### src/hdl/ppd_pkg.sv
// Shared types, constants and helper functions for the palette pixel decoder.
// No dependencies; every other file in hdl/ refers to this package by scoped name.
package ppd_pkg;

   // Payload widths
   localparam int OP_W       = 2;
   localparam int ID_W       = 32;
   localparam int RGB_W      = 24;
   localparam int RGBA_W     = 32;
   localparam int ADDR_W     = 20;
   localparam int STATUS_W   = 3;
   localparam int CSR_IDX_W  = 2;
   localparam int CSR_DATA_W = 11;

   // Id compare limits
   localparam int CHAR_W       = 8;
   localparam int ID_CHARS     = ID_W / CHAR_W;
   localparam int MAX_ID_CHARS = 4;
   localparam int NCHAR_W      = 3;

   // Image geometry
   localparam int MAX_DIM = 1024;
   localparam int DIM_W   = CSR_DATA_W;
   localparam int COL_W   = $clog2(MAX_DIM);
   localparam int ROW_W   = 12;
   localparam int TOTAL_W = 2 * COL_W + 1;

   localparam logic [CHAR_W-1:0] ALPHA_OPAQUE = 8'hFF;

   typedef enum logic [OP_W-1:0] {
      OP_START   = 2'd0,
      OP_PALETTE = 2'd1,
      OP_PIXEL   = 2'd2
   } op_type;

   typedef enum logic [STATUS_W-1:0] {
      ST_OK      = 3'd0,
      ST_DUP     = 3'd1,
      ST_UNKNOWN = 3'd2,
      ST_FULL    = 3'd3,
      ST_ABORT   = 3'd4,
      ST_EXCESS  = 3'd5
   } status_type;

   typedef enum logic [CSR_IDX_W-1:0] {
      REG_ID_CHARS  = 2'd0,
      REG_WIDTH     = 2'd1,
      REG_HEIGHT    = 2'd2,
      REG_TRANSPOSE = 2'd3
   } csr_index_type;

   // Result of a palette lookup
   typedef struct packed {
      logic             hit;
      logic [RGB_W-1:0] color;
   } match_type;

   // Bring a written character count into 1..MAX_ID_CHARS, never past the id width
   function automatic logic [NCHAR_W-1:0] clamp_chars(input logic [NCHAR_W-1:0] n);
      logic [NCHAR_W-1:0] r;
      r = n;
      if (r == '0) begin
         r = NCHAR_W'(1);
      end
      if (r > NCHAR_W'(MAX_ID_CHARS)) begin
         r = NCHAR_W'(MAX_ID_CHARS);
      end
      if (r > NCHAR_W'(ID_CHARS)) begin
         r = NCHAR_W'(ID_CHARS);
      end
      return r;
   endfunction

   // Bring a written dimension into 1..MAX_DIM
   function automatic logic [DIM_W-1:0] clamp_dim(input logic [DIM_W-1:0] v);
      logic [DIM_W-1:0] r;
      r = v;
      if (r == '0) begin
         r = DIM_W'(1);
      end else if (r > DIM_W'(MAX_DIM)) begin
         r = DIM_W'(MAX_DIM);
      end
      return r;
   endfunction

   // Compare the first n characters; a shared zero character ends the id
   function automatic logic ids_match(input logic [ID_W-1:0] a,
                                      input logic [ID_W-1:0] b,
                                      input logic [NCHAR_W-1:0] n);
      logic              res;
      logic              stop;
      logic [CHAR_W-1:0] ca;
      logic [CHAR_W-1:0] cb;
      res  = 1'b1;
      stop = 1'b0;
      for (int k = 0; k < ID_CHARS; k++) begin
         ca = a[k*CHAR_W +: CHAR_W];
         cb = b[k*CHAR_W +: CHAR_W];
         if (!stop && (NCHAR_W'(k) < n)) begin
            if (ca != cb) begin
               res  = 1'b0;
               stop = 1'b1;
            end else if (ca == '0) begin
               stop = 1'b1;
            end
         end
      end
      return res;
   endfunction

endpackage

### src/hdl/ppd_req_if.sv
// Input item channel of the palette pixel decoder: valid/ready plus payload.
// Depends on ppd_pkg for field widths.
interface ppd_req_if;
   logic                        valid;
   logic                        ready;
   logic [ppd_pkg::OP_W-1:0]    op;
   logic [ppd_pkg::ID_W-1:0]    pixel_id;
   logic [ppd_pkg::RGB_W-1:0]   rgb_color;

   modport source (output valid, output op, output pixel_id, output rgb_color, input ready);
   modport sink   (input valid, input op, input pixel_id, input rgb_color, output ready);
endinterface

### src/hdl/ppd_rsp_if.sv
// Result item channel of the palette pixel decoder: valid/ready plus payload.
// Depends on ppd_pkg for field widths.
interface ppd_rsp_if;
   logic                          valid;
   logic                          ready;
   logic [ppd_pkg::RGBA_W-1:0]    rgba;
   logic [ppd_pkg::ADDR_W-1:0]    address;
   logic [ppd_pkg::STATUS_W-1:0]  status;
   logic                          last_pixel;

   modport source (output valid, output rgba, output address, output status,
                   output last_pixel, input ready);
   modport sink   (input valid, input rgba, input address, input status,
                   input last_pixel, output ready);
endinterface

### src/hdl/ppd_csr_if.sv
// Register write channel of the palette pixel decoder: valid/ready, index, data.
// Depends on ppd_pkg for field widths.
interface ppd_csr_if;
   logic                            valid;
   logic                            ready;
   logic [ppd_pkg::CSR_IDX_W-1:0]   index;
   logic [ppd_pkg::CSR_DATA_W-1:0]  data;

   modport source (output valid, output index, output data, input ready);
   modport sink   (input valid, input index, input data, output ready);
endinterface

### src/hdl/ppd_palette.sv
// Palette table: id and color storage with a parallel id match over all entries.
// Depends on ppd_pkg (ids_match, match_type, widths).
module ppd_palette #(
   parameter  int MAX_COLORS = 16,
   localparam int IDX_W      = (MAX_COLORS > 1) ? $clog2(MAX_COLORS) : 1,
   localparam int CNT_W      = $clog2(MAX_COLORS + 1)
) (
   input  logic                               clock,
   input  logic                               wr_en,
   input  logic [IDX_W-1:0]                   wr_idx,
   input  logic [ppd_pkg::ID_W-1:0]           wr_id,
   input  logic [ppd_pkg::RGB_W-1:0]          wr_color,
   input  logic [CNT_W-1:0]                   count,
   input  logic [ppd_pkg::NCHAR_W-1:0]        id_chars,
   input  logic [ppd_pkg::ID_W-1:0]           look_id,
   output ppd_pkg::match_type                 match
);

   logic [ppd_pkg::ID_W-1:0]  ids_ff    [MAX_COLORS];
   logic [ppd_pkg::RGB_W-1:0] colors_ff [MAX_COLORS];
   logic [MAX_COLORS-1:0]     hit_vec;

   // Store a new entry at the fill position
   always_ff @(posedge clock) begin
      if (wr_en) begin
         ids_ff[wr_idx]    <= wr_id;
         colors_ff[wr_idx] <= wr_color;
      end
   end

   // Compare every filled entry at once
   always_comb begin
      for (int i = 0; i < MAX_COLORS; i++) begin
         hit_vec[i] = (CNT_W'(i) < count) && ppd_pkg::ids_match(ids_ff[i], look_id, id_chars);
      end
   end

   // Pick the color of the lowest matching entry
   always_comb begin
      match.hit   = |hit_vec;
      match.color = '0;
      for (int i = MAX_COLORS - 1; i >= 0; i--) begin
         if (hit_vec[i]) begin
            match.color = colors_ff[i];
         end
      end
   end

endmodule

### src/hdl/palette_pixel_decoder.sv
// Top level of the palette pixel decoder: register port, input and result stages,
// image position state. Depends on ppd_pkg, ppd_req_if, ppd_rsp_if, ppd_csr_if, ppd_palette.
//
//   channel   direction  handshake      payload
//   req_ch    in         valid/ready    op, pixel_id, rgb_color
//   rsp_ch    out        valid/ready    rgba, address, status, last_pixel
//   csr_ch    in         valid/ready    index, data (ready always high)
//
// Every item gives one result; the item is held in the input register and its result in
// the result register. One item per cycle sustained while results are taken, set by the
// single lookup-and-address stage between the input register and the result register
// (one multiplier for the address, one parallel id compare).
// Reset loads config defaults; clears valid flags, image position, fill count, error flag.
// A stalled result holds the result register; the input register keeps accepting
// as long as it can hand its item on in the same cycle.
module palette_pixel_decoder #(
   parameter int MAX_COLORS = 16
) (
   input  logic            clock,
   input  logic            reset,
   ppd_req_if.sink         req_ch,
   ppd_rsp_if.source       rsp_ch,
   ppd_csr_if.sink         csr_ch
);

   localparam int IDX_W = (MAX_COLORS > 1) ? $clog2(MAX_COLORS) : 1;
   localparam int CNT_W = $clog2(MAX_COLORS + 1);
   localparam int PROD_W = ppd_pkg::ROW_W + ppd_pkg::DIM_W;

   // Effective configuration
   logic [ppd_pkg::NCHAR_W-1:0]  nchars_ff, nchars_in;
   logic [ppd_pkg::DIM_W-1:0]    width_ff, width_in;
   logic [ppd_pkg::DIM_W-1:0]    height_ff, height_in;
   logic [ppd_pkg::TOTAL_W-1:0]  total_ff, total_in;
   logic                         transpose_ff, transpose_in;

   // Input stage
   logic                         in_valid_ff, in_valid_in;
   logic [ppd_pkg::OP_W-1:0]     op_ff, op_in;
   logic [ppd_pkg::ID_W-1:0]     id_ff, id_in;
   logic [ppd_pkg::RGB_W-1:0]    rgb_ff, rgb_in;

   // Image state
   logic [CNT_W-1:0]             count_ff, count_in;
   logic [ppd_pkg::ROW_W-1:0]    row_ff, row_in;
   logic [ppd_pkg::COL_W-1:0]    col_ff, col_in;
   logic [ppd_pkg::TOTAL_W-1:0]  done_ff, done_in;
   logic                         err_ff, err_in;

   // Result stage
   logic                         out_valid_ff, out_valid_in;
   logic [ppd_pkg::RGBA_W-1:0]   rgba_ff, rgba_in;
   logic [ppd_pkg::ADDR_W-1:0]   addr_ff, addr_in;
   ppd_pkg::status_type          status_ff, status_in;
   logic                         last_ff, last_in;

   logic                         advance;
   logic                         pal_wr;
   logic                         csr_wr;
   ppd_pkg::match_type           match;
   logic [ppd_pkg::DIM_W-1:0]    w_new, h_new;
   logic [ppd_pkg::ROW_W-1:0]    mul_a;
   logic [ppd_pkg::DIM_W-1:0]    mul_b;
   logic [ppd_pkg::ROW_W-1:0]    add_c;
   logic [PROD_W-1:0]            addr_full;
   logic [ppd_pkg::TOTAL_W-1:0]  done_next;

   // Register writes: keep clamped values and the pixel total ready for use
   assign csr_ch.ready = 1'b1;
   assign csr_wr       = csr_ch.valid && csr_ch.ready;

   always_comb begin
      nchars_in    = nchars_ff;
      transpose_in = transpose_ff;
      w_new        = width_ff;
      h_new        = height_ff;
      if (csr_wr) begin
         case (ppd_pkg::csr_index_type'(csr_ch.index))
            ppd_pkg::REG_ID_CHARS: begin
               nchars_in = ppd_pkg::clamp_chars(csr_ch.data[ppd_pkg::NCHAR_W-1:0]);
            end
            ppd_pkg::REG_WIDTH: begin
               w_new = ppd_pkg::clamp_dim(csr_ch.data);
            end
            ppd_pkg::REG_HEIGHT: begin
               h_new = ppd_pkg::clamp_dim(csr_ch.data);
            end
            ppd_pkg::REG_TRANSPOSE: begin
               transpose_in = csr_ch.data[0];
            end
            default: begin
            end
         endcase
      end
      width_in  = w_new;
      height_in = h_new;
      total_in  = ppd_pkg::TOTAL_W'(w_new * h_new);
   end

   // Input stage: take an item while empty or whenever the held one moves on
   assign advance      = in_valid_ff && (!out_valid_ff || rsp_ch.ready);
   assign req_ch.ready = !in_valid_ff || advance;

   always_comb begin
      in_valid_in = in_valid_ff;
      op_in       = op_ff;
      id_in       = id_ff;
      rgb_in      = rgb_ff;
      if (req_ch.ready) begin
         in_valid_in = req_ch.valid;
         op_in       = req_ch.op;
         id_in       = req_ch.pixel_id;
         rgb_in      = req_ch.rgb_color;
      end
   end

   // Palette table
   ppd_palette #(
      .MAX_COLORS (MAX_COLORS)
   ) u_palette (
      .clock    (clock),
      .wr_en    (pal_wr),
      .wr_idx   (count_ff[IDX_W-1:0]),
      .wr_id    (id_ff),
      .wr_color (rgb_ff),
      .count    (count_ff),
      .id_chars (nchars_ff),
      .look_id  (id_ff),
      .match    (match)
   );

   // Destination address: one multiply, operands swapped when transposed
   always_comb begin
      if (transpose_ff) begin
         mul_a = ppd_pkg::ROW_W'(col_ff);
         mul_b = height_ff;
         add_c = row_ff;
      end else begin
         mul_a = row_ff;
         mul_b = width_ff;
         add_c = ppd_pkg::ROW_W'(col_ff);
      end
      addr_full = PROD_W'(mul_a * mul_b) + PROD_W'(add_c);
   end

   assign done_next = done_ff + ppd_pkg::TOTAL_W'(1);

   // Decode the held item and update image state
   always_comb begin
      pal_wr       = 1'b0;
      count_in     = count_ff;
      row_in       = row_ff;
      col_in       = col_ff;
      done_in      = done_ff;
      err_in       = err_ff;
      out_valid_in = out_valid_ff;
      rgba_in      = rgba_ff;
      addr_in      = addr_ff;
      status_in    = status_ff;
      last_in      = last_ff;

      if (out_valid_ff && rsp_ch.ready) begin
         out_valid_in = 1'b0;
      end

      if (advance) begin
         out_valid_in = 1'b1;
         rgba_in      = '0;
         addr_in      = '0;
         status_in    = ppd_pkg::ST_OK;
         last_in      = 1'b0;
         case (ppd_pkg::op_type'(op_ff))
            ppd_pkg::OP_START: begin
               count_in = '0;
               row_in   = '0;
               col_in   = '0;
               done_in  = '0;
               err_in   = 1'b0;
            end
            ppd_pkg::OP_PALETTE: begin
               if (err_ff) begin
                  status_in = ppd_pkg::ST_ABORT;
               end else if (match.hit) begin
                  status_in = ppd_pkg::ST_DUP;
                  err_in    = 1'b1;
               end else if (count_ff == CNT_W'(MAX_COLORS)) begin
                  status_in = ppd_pkg::ST_FULL;
                  err_in    = 1'b1;
               end else begin
                  pal_wr   = 1'b1;
                  count_in = count_ff + CNT_W'(1);
               end
            end
            ppd_pkg::OP_PIXEL: begin
               if (err_ff) begin
                  status_in = ppd_pkg::ST_ABORT;
               end else if (done_ff >= total_ff) begin
                  status_in = ppd_pkg::ST_EXCESS;
                  err_in    = 1'b1;
               end else if (!match.hit) begin
                  status_in = ppd_pkg::ST_UNKNOWN;
                  err_in    = 1'b1;
               end else begin
                  rgba_in = {match.color, ppd_pkg::ALPHA_OPAQUE};
                  addr_in = addr_full[ppd_pkg::ADDR_W-1:0];
                  done_in = done_next;
                  last_in = (done_next == total_ff);
                  // Wrap to the next row at the end of a row
                  if ((ppd_pkg::DIM_W'(col_ff) + ppd_pkg::DIM_W'(1)) >= width_ff) begin
                     col_in = '0;
                     row_in = row_ff + ppd_pkg::ROW_W'(1);
                  end else begin
                     col_in = col_ff + ppd_pkg::COL_W'(1);
                  end
               end
            end
            default: begin
            end
         endcase
      end
   end

   // Control registers
   always_ff @(posedge clock) begin
      if (reset) begin
         nchars_ff    <= ppd_pkg::NCHAR_W'(1);
         width_ff     <= ppd_pkg::DIM_W'(64);
         height_ff    <= ppd_pkg::DIM_W'(64);
         total_ff     <= ppd_pkg::TOTAL_W'(4096);
         transpose_ff <= 1'b0;
         in_valid_ff  <= 1'b0;
         out_valid_ff <= 1'b0;
         count_ff     <= '0;
         row_ff       <= '0;
         col_ff       <= '0;
         done_ff      <= '0;
         err_ff       <= 1'b0;
      end else begin
         nchars_ff    <= nchars_in;
         width_ff     <= width_in;
         height_ff    <= height_in;
         total_ff     <= total_in;
         transpose_ff <= transpose_in;
         in_valid_ff  <= in_valid_in;
         out_valid_ff <= out_valid_in;
         count_ff     <= count_in;
         row_ff       <= row_in;
         col_ff       <= col_in;
         done_ff      <= done_in;
         err_ff       <= err_in;
      end
   end

   // Payload registers
   always_ff @(posedge clock) begin
      op_ff     <= op_in;
      id_ff     <= id_in;
      rgb_ff    <= rgb_in;
      rgba_ff   <= rgba_in;
      addr_ff   <= addr_in;
      status_ff <= status_in;
      last_ff   <= last_in;
   end

   assign rsp_ch.valid      = out_valid_ff;
   assign rsp_ch.rgba       = rgba_ff;
   assign rsp_ch.address    = addr_ff;
   assign rsp_ch.status     = status_ff;
   assign rsp_ch.last_pixel = last_ff;

endmodule

### src/flat_wrapper.sv
// flat-port wrapper written by rule: the top's interface ports become plain ports
module palette_pixel_decoder_flat 
#(
   parameter int MAX_COLORS = 16
)
  (clock, reset, req_ch_valid, req_ch_op, req_ch_pixel_id, req_ch_rgb_color, req_ch_ready, rsp_ch_valid, rsp_ch_rgba, rsp_ch_address, rsp_ch_status, rsp_ch_last_pixel, rsp_ch_ready, csr_ch_valid, csr_ch_index, csr_ch_data, csr_ch_ready);
  ppd_req_if req_ch_i ();
  ppd_rsp_if rsp_ch_i ();
  ppd_csr_if csr_ch_i ();
  input  logic clock;
  input  logic reset;
  input wire logic [$bits(req_ch_i.valid)-1:0] req_ch_valid;
  input wire logic [$bits(req_ch_i.op)-1:0] req_ch_op;
  input wire logic [$bits(req_ch_i.pixel_id)-1:0] req_ch_pixel_id;
  input wire logic [$bits(req_ch_i.rgb_color)-1:0] req_ch_rgb_color;
  output wire logic [$bits(req_ch_i.ready)-1:0] req_ch_ready;
  output wire logic [$bits(rsp_ch_i.valid)-1:0] rsp_ch_valid;
  output wire logic [$bits(rsp_ch_i.rgba)-1:0] rsp_ch_rgba;
  output wire logic [$bits(rsp_ch_i.address)-1:0] rsp_ch_address;
  output wire logic [$bits(rsp_ch_i.status)-1:0] rsp_ch_status;
  output wire logic [$bits(rsp_ch_i.last_pixel)-1:0] rsp_ch_last_pixel;
  input wire logic [$bits(rsp_ch_i.ready)-1:0] rsp_ch_ready;
  input wire logic [$bits(csr_ch_i.valid)-1:0] csr_ch_valid;
  input wire logic [$bits(csr_ch_i.index)-1:0] csr_ch_index;
  input wire logic [$bits(csr_ch_i.data)-1:0] csr_ch_data;
  output wire logic [$bits(csr_ch_i.ready)-1:0] csr_ch_ready;
  assign req_ch_i.valid = req_ch_valid;
  assign req_ch_i.op = req_ch_op;
  assign req_ch_i.pixel_id = req_ch_pixel_id;
  assign req_ch_i.rgb_color = req_ch_rgb_color;
  assign req_ch_ready = req_ch_i.ready;
  assign rsp_ch_valid = rsp_ch_i.valid;
  assign rsp_ch_rgba = rsp_ch_i.rgba;
  assign rsp_ch_address = rsp_ch_i.address;
  assign rsp_ch_status = rsp_ch_i.status;
  assign rsp_ch_last_pixel = rsp_ch_i.last_pixel;
  assign rsp_ch_i.ready = rsp_ch_ready;
  assign csr_ch_i.valid = csr_ch_valid;
  assign csr_ch_i.index = csr_ch_index;
  assign csr_ch_i.data = csr_ch_data;
  assign csr_ch_ready = csr_ch_i.ready;
  palette_pixel_decoder #(.MAX_COLORS(MAX_COLORS)) u_core (.clock(clock), .reset(reset), .req_ch(req_ch_i), .rsp_ch(rsp_ch_i), .csr_ch(csr_ch_i));
endmodule
### config.mk
export PLATFORM = sky130hd
export DESIGN_NAME = palette_pixel_decoder_flat
export DESIGN_NICKNAME = d
export VERILOG_FILES = /design/src/hdl/ppd_pkg.sv /design/src/hdl/ppd_req_if.sv /design/src/hdl/ppd_rsp_if.sv /design/src/hdl/ppd_csr_if.sv /design/src/hdl/ppd_palette.sv /design/src/hdl/palette_pixel_decoder.sv /design/src/flat_wrapper.sv
export SDC_FILE = /design/constraint.sdc
export NUM_CORES = 2
export LEC_CHECK = 0
export ABC_AREA = 1
export BUFFER_PORTS_ARGS = -buffer_cell sky130_fd_sc_hd__buf_2
export CAP_MARGIN = 10
export CORE_AREA = 2 2 301 303
export DETAILED_ROUTE_END_ITERATION = 8
export DIE_AREA = 0 0 303 305
export GPL_TIMING_DRIVEN = 0
export PLACE_DENSITY = 0.9
export SYNTH_ARGS = -nofsm -noshare
export SYNTH_HDL_FRONTEND = slang
export SYNTH_SLANG_ARGS = --single-unit
### constraint.sdc
create_clock -name clock -period 19.4 [get_ports clock]
set_input_delay 1.94 -clock clock [delete_from_list [all_inputs] [get_ports clock]]
set_output_delay 1.94 -clock clock [all_outputs]
set_load 0.05 [all_outputs]
== Word-level counts from Yosys, hierarchy flattened ==
Memories as Yosys holds them, arrays and structs flattened.
Index checks and enable logic that the tools add are counted.
Operators by class
  add/sub/neg operators: 6
  multiply operators: 2
  $lt $le $gt $ge: 25
  equal/unequal tests: 78
  mux-type cells: 346
  bitwise gates (word level): 2
  reduce and logical (&&, ||, !) cells: 183
Operators by type and width (count)
  8-bit != test: 64
  8-bit zero test: 48
  24-bit two-way mux: 16
  1-bit two-way mux: 287
  11-bit two-way mux: 7
  12-bit two-way mux: 6
  1-bit logical AND: 66
  21-bit two-way mux: 3
  1-bit zero test: 50
  21-bit one-hot mux with 2 select lines: 1
  4-bit by 5-bit less-than comparator with 1-bit output (first input constant): 8
  10-bit two-way mux: 4
  3-bit two-way mux: 11
  12-bit one-hot mux with 2 select lines: 1
  21-bit by 1-bit adder with 21-bit output (second input constant): 1
  21-bit == test: 1
  21-bit greater-or-equal comparator: 1
  11-bit by 11-bit multiplier with 21-bit output: 1
  20-bit by 12-bit adder with 20-bit output: 1
  3-bit by 5-bit less-than comparator with 1-bit output (first input constant): 4
  12-bit by 11-bit multiplier with 20-bit output: 1
  10-bit one-hot mux with 2 select lines: 1
  16-bit OR reduction: 1
  5-bit two-way mux: 3
  other kinds (33): 55
Storage, ports and cells
  bits in registers: 212
  bits in writable memories: 896
  input bits: 76
  output and inout port bits: 59
  logic and storage cells: 664
  memories: 2
Memories
  u_core.u_palette.ids_ff: depth 16, bits a word 32, read ports 16, clocked after Yosys merged registers in 0, wr ports 1, RTL line ppd_palette.sv:19  | logic [ppd_pkg::ID_W-1:0] ids_ff [MAX_COLORS];
  u_core.u_palette.colors_ff: depth 16, bits a word 24, read ports 16, clocked after Yosys merged registers in 0, wr ports 1, RTL line ppd_palette.sv:20  | logic [ppd_pkg::RGB_W-1:0] colors_ff [MAX_COLORS];

== Longest topological paths before layout ==
An unclocked memory read counts as a cell.
  depth after elaboration: 31
  gate-level depth with buffers: 38
  depth with buffers taken out: 38

== Modules after synthesis ==
From an unflattened synthesis, not the netlist that was laid out.
Second synthesis, totals
  cell total of the unflattened synthesis: 5752
  area total of the unflattened synthesis: 58207.1 µm²
Modules (own cells, without submodules)
  ppd_palette: times used 1, cells an instance 3606, area an instance 40423.8 µm², seq. area each 26905.8 µm²
  palette_pixel_decoder: times used 1, cells an instance 2146, area an instance 17783.3 µm², seq. area each 5175.0 µm²

== Least setup slack after synthesis ==
OpenSTA, ideal clock, no wires.
  path type: input to register
  start point: in csr_ch_data[7]
  end point: reg u_core.total_ff[19] (netlist name)
  library setup time: 0.113 ns
  arrival time: 7.319 ns
  data required time: 19.287 ns
  setup slack: 11.968 ns
  stages on the path: 34
  buffers on the path: 0
  cells stage by stage: nor4_1 -> nand3_1 -> inv_1 -> nor2_1 -> inv_1 -> nand2_1 -> nand2_1 -> o21ai_0 -> inv_1 -> nand2_1 -> fa_1 -> fa_1 -> inv_1 -> fa_1 -> fa_1 -> inv_1 -> fa_1 -> inv_1 -> ha_1 -> a21oi_1 -> o21ai_0 -> nand2_1 -> nand2_1 -> a21oi_1 -> o21ai_0 -> a21o_1 -> a21oi_1 -> o21ai_0 -> nand2_1 -> nand2_1 -> a21oi_1 -> nand2_1 -> nand2_1 -> nor2_1
On the way
  longest elaborated chain between the ends: 6
  elaborated cells on any way between the ends: 9
  classes of those cells: mul (1); order compare (1); mux (6); reduce/logical (1)
Ends and longest elaborated chain
  from (decl): RTL line flat_wrapper.sv:25  | input wire logic [$bits(csr_ch_i.data)-1:0] csr_ch_data;
  11-bit greater-than comparator: RTL line ppd_pkg.sv:80  | end else if (r > DIM_W'(MAX_DIM)) begin
  11-bit two-way mux: RTL line ppd_pkg.sv:80
  11-bit two-way mux *: RTL line ppd_pkg.sv:78  | if (r == '0) begin
  11-bit two-way mux: RTL line palette_pixel_decoder.sv:78  | case (ppd_pkg::csr_index_type'(csr_ch.index))
  11-bit two-way mux: RTL line palette_pixel_decoder.sv:77  | if (csr_wr) begin
  11-bit by 11-bit multiplier with 21-bit output *: RTL line palette_pixel_decoder.sv:97  | total_in = ppd_pkg::TOTAL_W'(w_new * h_new);
  to (signal assigned): RTL line palette_pixel_decoder.sv:229  | total_ff <= ppd_pkg::TOTAL_W'(4096);
  to (signal assigned): RTL line palette_pixel_decoder.sv:242  | total_ff <= total_in;
  to (decl): RTL line palette_pixel_decoder.sv:34  | logic [ppd_pkg::TOTAL_W-1:0] total_ff, total_in;
Mark *: on every way between the ends. The rest lies on a longest branch, timed or not.
A chain may end at the register's enable or synchronous reset.

== Final worst setup path ==
  start point: in csr_ch_data[1]
  end point: reg u_core.total_ff[19] (netlist name)
Same word-level chain as after synthesis.

==> impl_metrics.toml <==
[cells_and_area]
final_nets = 6280
fill_cells = 5506
multi_input_area_sq_um = 22200
syn_to_final_growth_pct = 11.5
layout.area.seq_sq_um = 32100
final_cell_area_sq_um = 64100
drive_above_1_share = 0.114

[clock_network]
clock_latency_ps = 730
clkTransAtPathRegs_ps = 60
cts_sinks = 1101
cts_tree = "built"
numCtsBuffers = 107
cts_hold_buffers = 0
htree_levels = 3
root_buffer = "clkbuf_16"
cts-resized-gates = 0
clock_path_buffers = 3
postCtsSetupBuffers = 0

[synthesis]
synth_area_leader_cell = "edfxtp_1"
yosysWarnings = 0
synthesis.nets = 6004
async_reset_ff_frac = 0
syn_area_sq_um = 57500
syn_inst = 5603
synth.most_common_cell = "nand2_1"
synth_area_leaders = "edfxtp_1 52%, nand2_1 8.1%, fa_1 6.2%, nor2_1 4.1%, inv_1 3.8%"
yosysSeqAreaShare = 0.558
avgSynthCellArea_sq_um = 10.3
synth_edf_count = 1003
ys_dominant_reg_cell = "edfxtp_1"
synth_top_cell_area_share = 0.524
yosys-top-cells-count = "1244 x nand2_1, 1003 x edfxtp_1, 623 x nor2_1"
ys_seq_elements = 1101
ys_types = 58

[setup_path]
cp_slowest_cell = "o21ai_1"
start_kind = "input pin"
worstPathArrival_ps = 8750
cp.required_ps = 20010
crit_top_cell = "nand2_1"
crit_fanout = 9
path_class = "input pin to flop"
crit_path_end_kind = "flop"
critical-path-max-stage-delay_ps = 750

[routing]
firstDrtPassIters = 9
drt-total-wl_um = 163000
drc = 27
wl_per_cell_um = 22.7
ant_nets = 0
dr_total_vias = 44562
viasPerCell = 6.23
drt_iter0_markers = 6496

[die]
dieArea_sq_um = 92400
fp-row-count = 110
core-area_sq_um = 89300
fp.dieW_um = 303
start_util = 0.644
fp.dieH_um = 305
io_pins = 135

[outcome]
violations = "DRC"
outcome = "finished with violations"

[grt]
grt_antenna_before_repair = 3
gr-max-usage-layer = "met2"
grt_overflow_total = 0
gr-usage-all-layers = 0.351
grt_pass1_wl_um = 248000
gr-usage-met1 = 0.427
grt_max_degree = 39
use_met2 = 0.570
grt_pass1_vias = 44813
grtUsageMet3 = 0.0731

[sta]
final_max_slew_viol_count = 0
rsz0062_at_grt = "false"
worst_pin_slew_ps = 1170
max_clock_freq_ghz = 0.123
period_minus_slack_ps = 8140
slew_headroom = 0.214
fin_setup_tns_ps = 0
finalCritPeriodShare = 0.420
setup_violations = 0
layout_setup_ws_ps = 11260
fin_skew_ps = 53.8
hold_violations = 0

[placement]
dp_hpwl_um = 110000
gp_congestion = 0.978
pre_cts_slack_ps = 10720
place_area_sq_um = 60500
io_buffers = 133

[flow_run]
max-cap-violations = 0

[power_and_ir_drop]
power_w = 0.00521
p_leak_nw = 25.3
ir_worst_vdd_mv = 0.113
power.density_nw_per_um2 = 81.2

[worst_hold_path]
hp-class = "flop to flop"
==> area by class of cell <==
class                      instances  area share
clock inverter                    75      0.0140
sequential                      1101       0.500
multi-input combinational       3696       0.346
antenna                            3    0.000117
buffer                           193      0.0168
clock buffer                     125      0.0428
inverter                         613      0.0359
tap                             1176      0.0229
timing repair buffer             167      0.0215
==> report_power, final <==
part | leakage, nW | switching [W] | internal [W]
combinational | 13.6 | 0.000247 | 0.000113
clock | 1.75 | 0.000943 | 0.00125
sequential | 9.93 | 0.0000500 | 0.00261
==> cell usage in the layout, fill, tap and decap left out, types with 19 or more instances in the layout <==
cell / synthesis / final
a21oi_1: 236 / 236
buf_12: 0 / 24
buf_2: 59 / 193
buf_4: 31 / 32
buf_6: 21 / 21
clkbuf_1: 72 / 90
clkbuf_16: 0 / 107
clkinv_1: 5 / 21
clkinv_2: 0 / 20
dfxtp_1: 98 / 98
edfxtp_1: 1003 / 1003
fa_1: 178 / 178
ha_1: 147 / 147
inv_1: 585 / 584
inv_2: 23 / 24
nand2_1: 1244 / 1244
nand3_1: 196 / 195
nand4_1: 150 / 150
nor2_1: 623 / 607
nor3_1: 39 / 39
nor4_1: 103 / 103
o21ai_0: 114 / 114
o21ai_1: 27 / 27
o22ai_1: 22 / 22
or2_1: 19 / 19
or2_2: 166 / 166
xnor2_1: 194 / 194
xor2_1: 123 / 123
==> state kept, by name (all words and copies together) (netlist names) <==
name / flops
u_core.count_ff: 5
u_core.u_palette.colors_ff: 384
u_core.in_valid_ff: 1
u_core.nchars_ff: 3
u_core.u_palette.ids_ff: 512
u_core.width_ff: 11
u_core.rsp_ch.status: 3
u_core.transpose_ff: 1
u_core.rsp_ch.valid: 1
u_core.rsp_ch.rgba: 25
u_core.height_ff: 11
u_core.op_ff: 2
u_core.rsp_ch.last_pixel: 1
u_core.done_ff: 21
u_core.col_ff: 10
u_core.row_ff: 12
u_core.rsp_ch.address: 20
u_core.total_ff: 21
u_core.id_ff: 32
u_core.err_ff: 1
u_core.rgb_ff: 24
==> layer usage <==
| layer | up-vias | share of wire |
|---|---|---|
| li1 | 19217 | - |
| met1 | 20918 | 0.33 |
| met2 | 3605 | 0.47 |
| met3 | 822 | 0.12 |
| met4 | 0 | 0.074 |
| met5 | - | 0 |
==> metrics by stage <==
step | std cells | utilization | hold WS [ps]
2_1_floorplan | 5603 | - | 446
3_3_place_gp | 6912 | 0.668 | 466
3_5_place_dp | 6945 | 0.677 | 502
4_1_cts | 7145 | 0.718 | 510
5_1_grt | 7146 | 0.718 | 531
6_report | 7149 | 0.718 | 511
==> path summary, 6_finish.rpt <==
| check | from | to | slack [ps] | depth (start not counted) |
|---|---|---|---|---|
| worst max register to register | u_core.transpose_ff | u_core.rsp_ch.address[16] | 12420 | 34 |
| worst min register to register | u_core.done_ff[18] | u_core.done_ff[18] | 510 | 2 |
| worst max-delay path | csr_ch_data[1] | u_core.total_ff[19] | 11260 | 33 |
| worst min-delay path | u_core.done_ff[18] | u_core.done_ff[18] | 510 | 2 |
==> critical path: cells and delay by family <==
family,cells,cell delay (ps)
buffers and inverters,6,740
AND/OR/NAND/NOR,12,1250
AO/OA/AOI/OAI,9,2370
adder cells (fa/ha/maj),6,2450
==> kinds of logic (layout without fill, tap and decap cells) <==
logic type,after synthesis,count (layout),share of synthesized area
and+or+nand+nor,2588,2588,0.197
DFF,1101,1101,0.558
buffers and inverters,806,1173,0.0587
AOI/OAI and AO/OA,465,465,0.0443
adders and majority gates,325,325,0.0940
xor gates and xnor gates,317,317,0.0483
other,1,4,0.0000652
(Power assumes the default switching activity.)
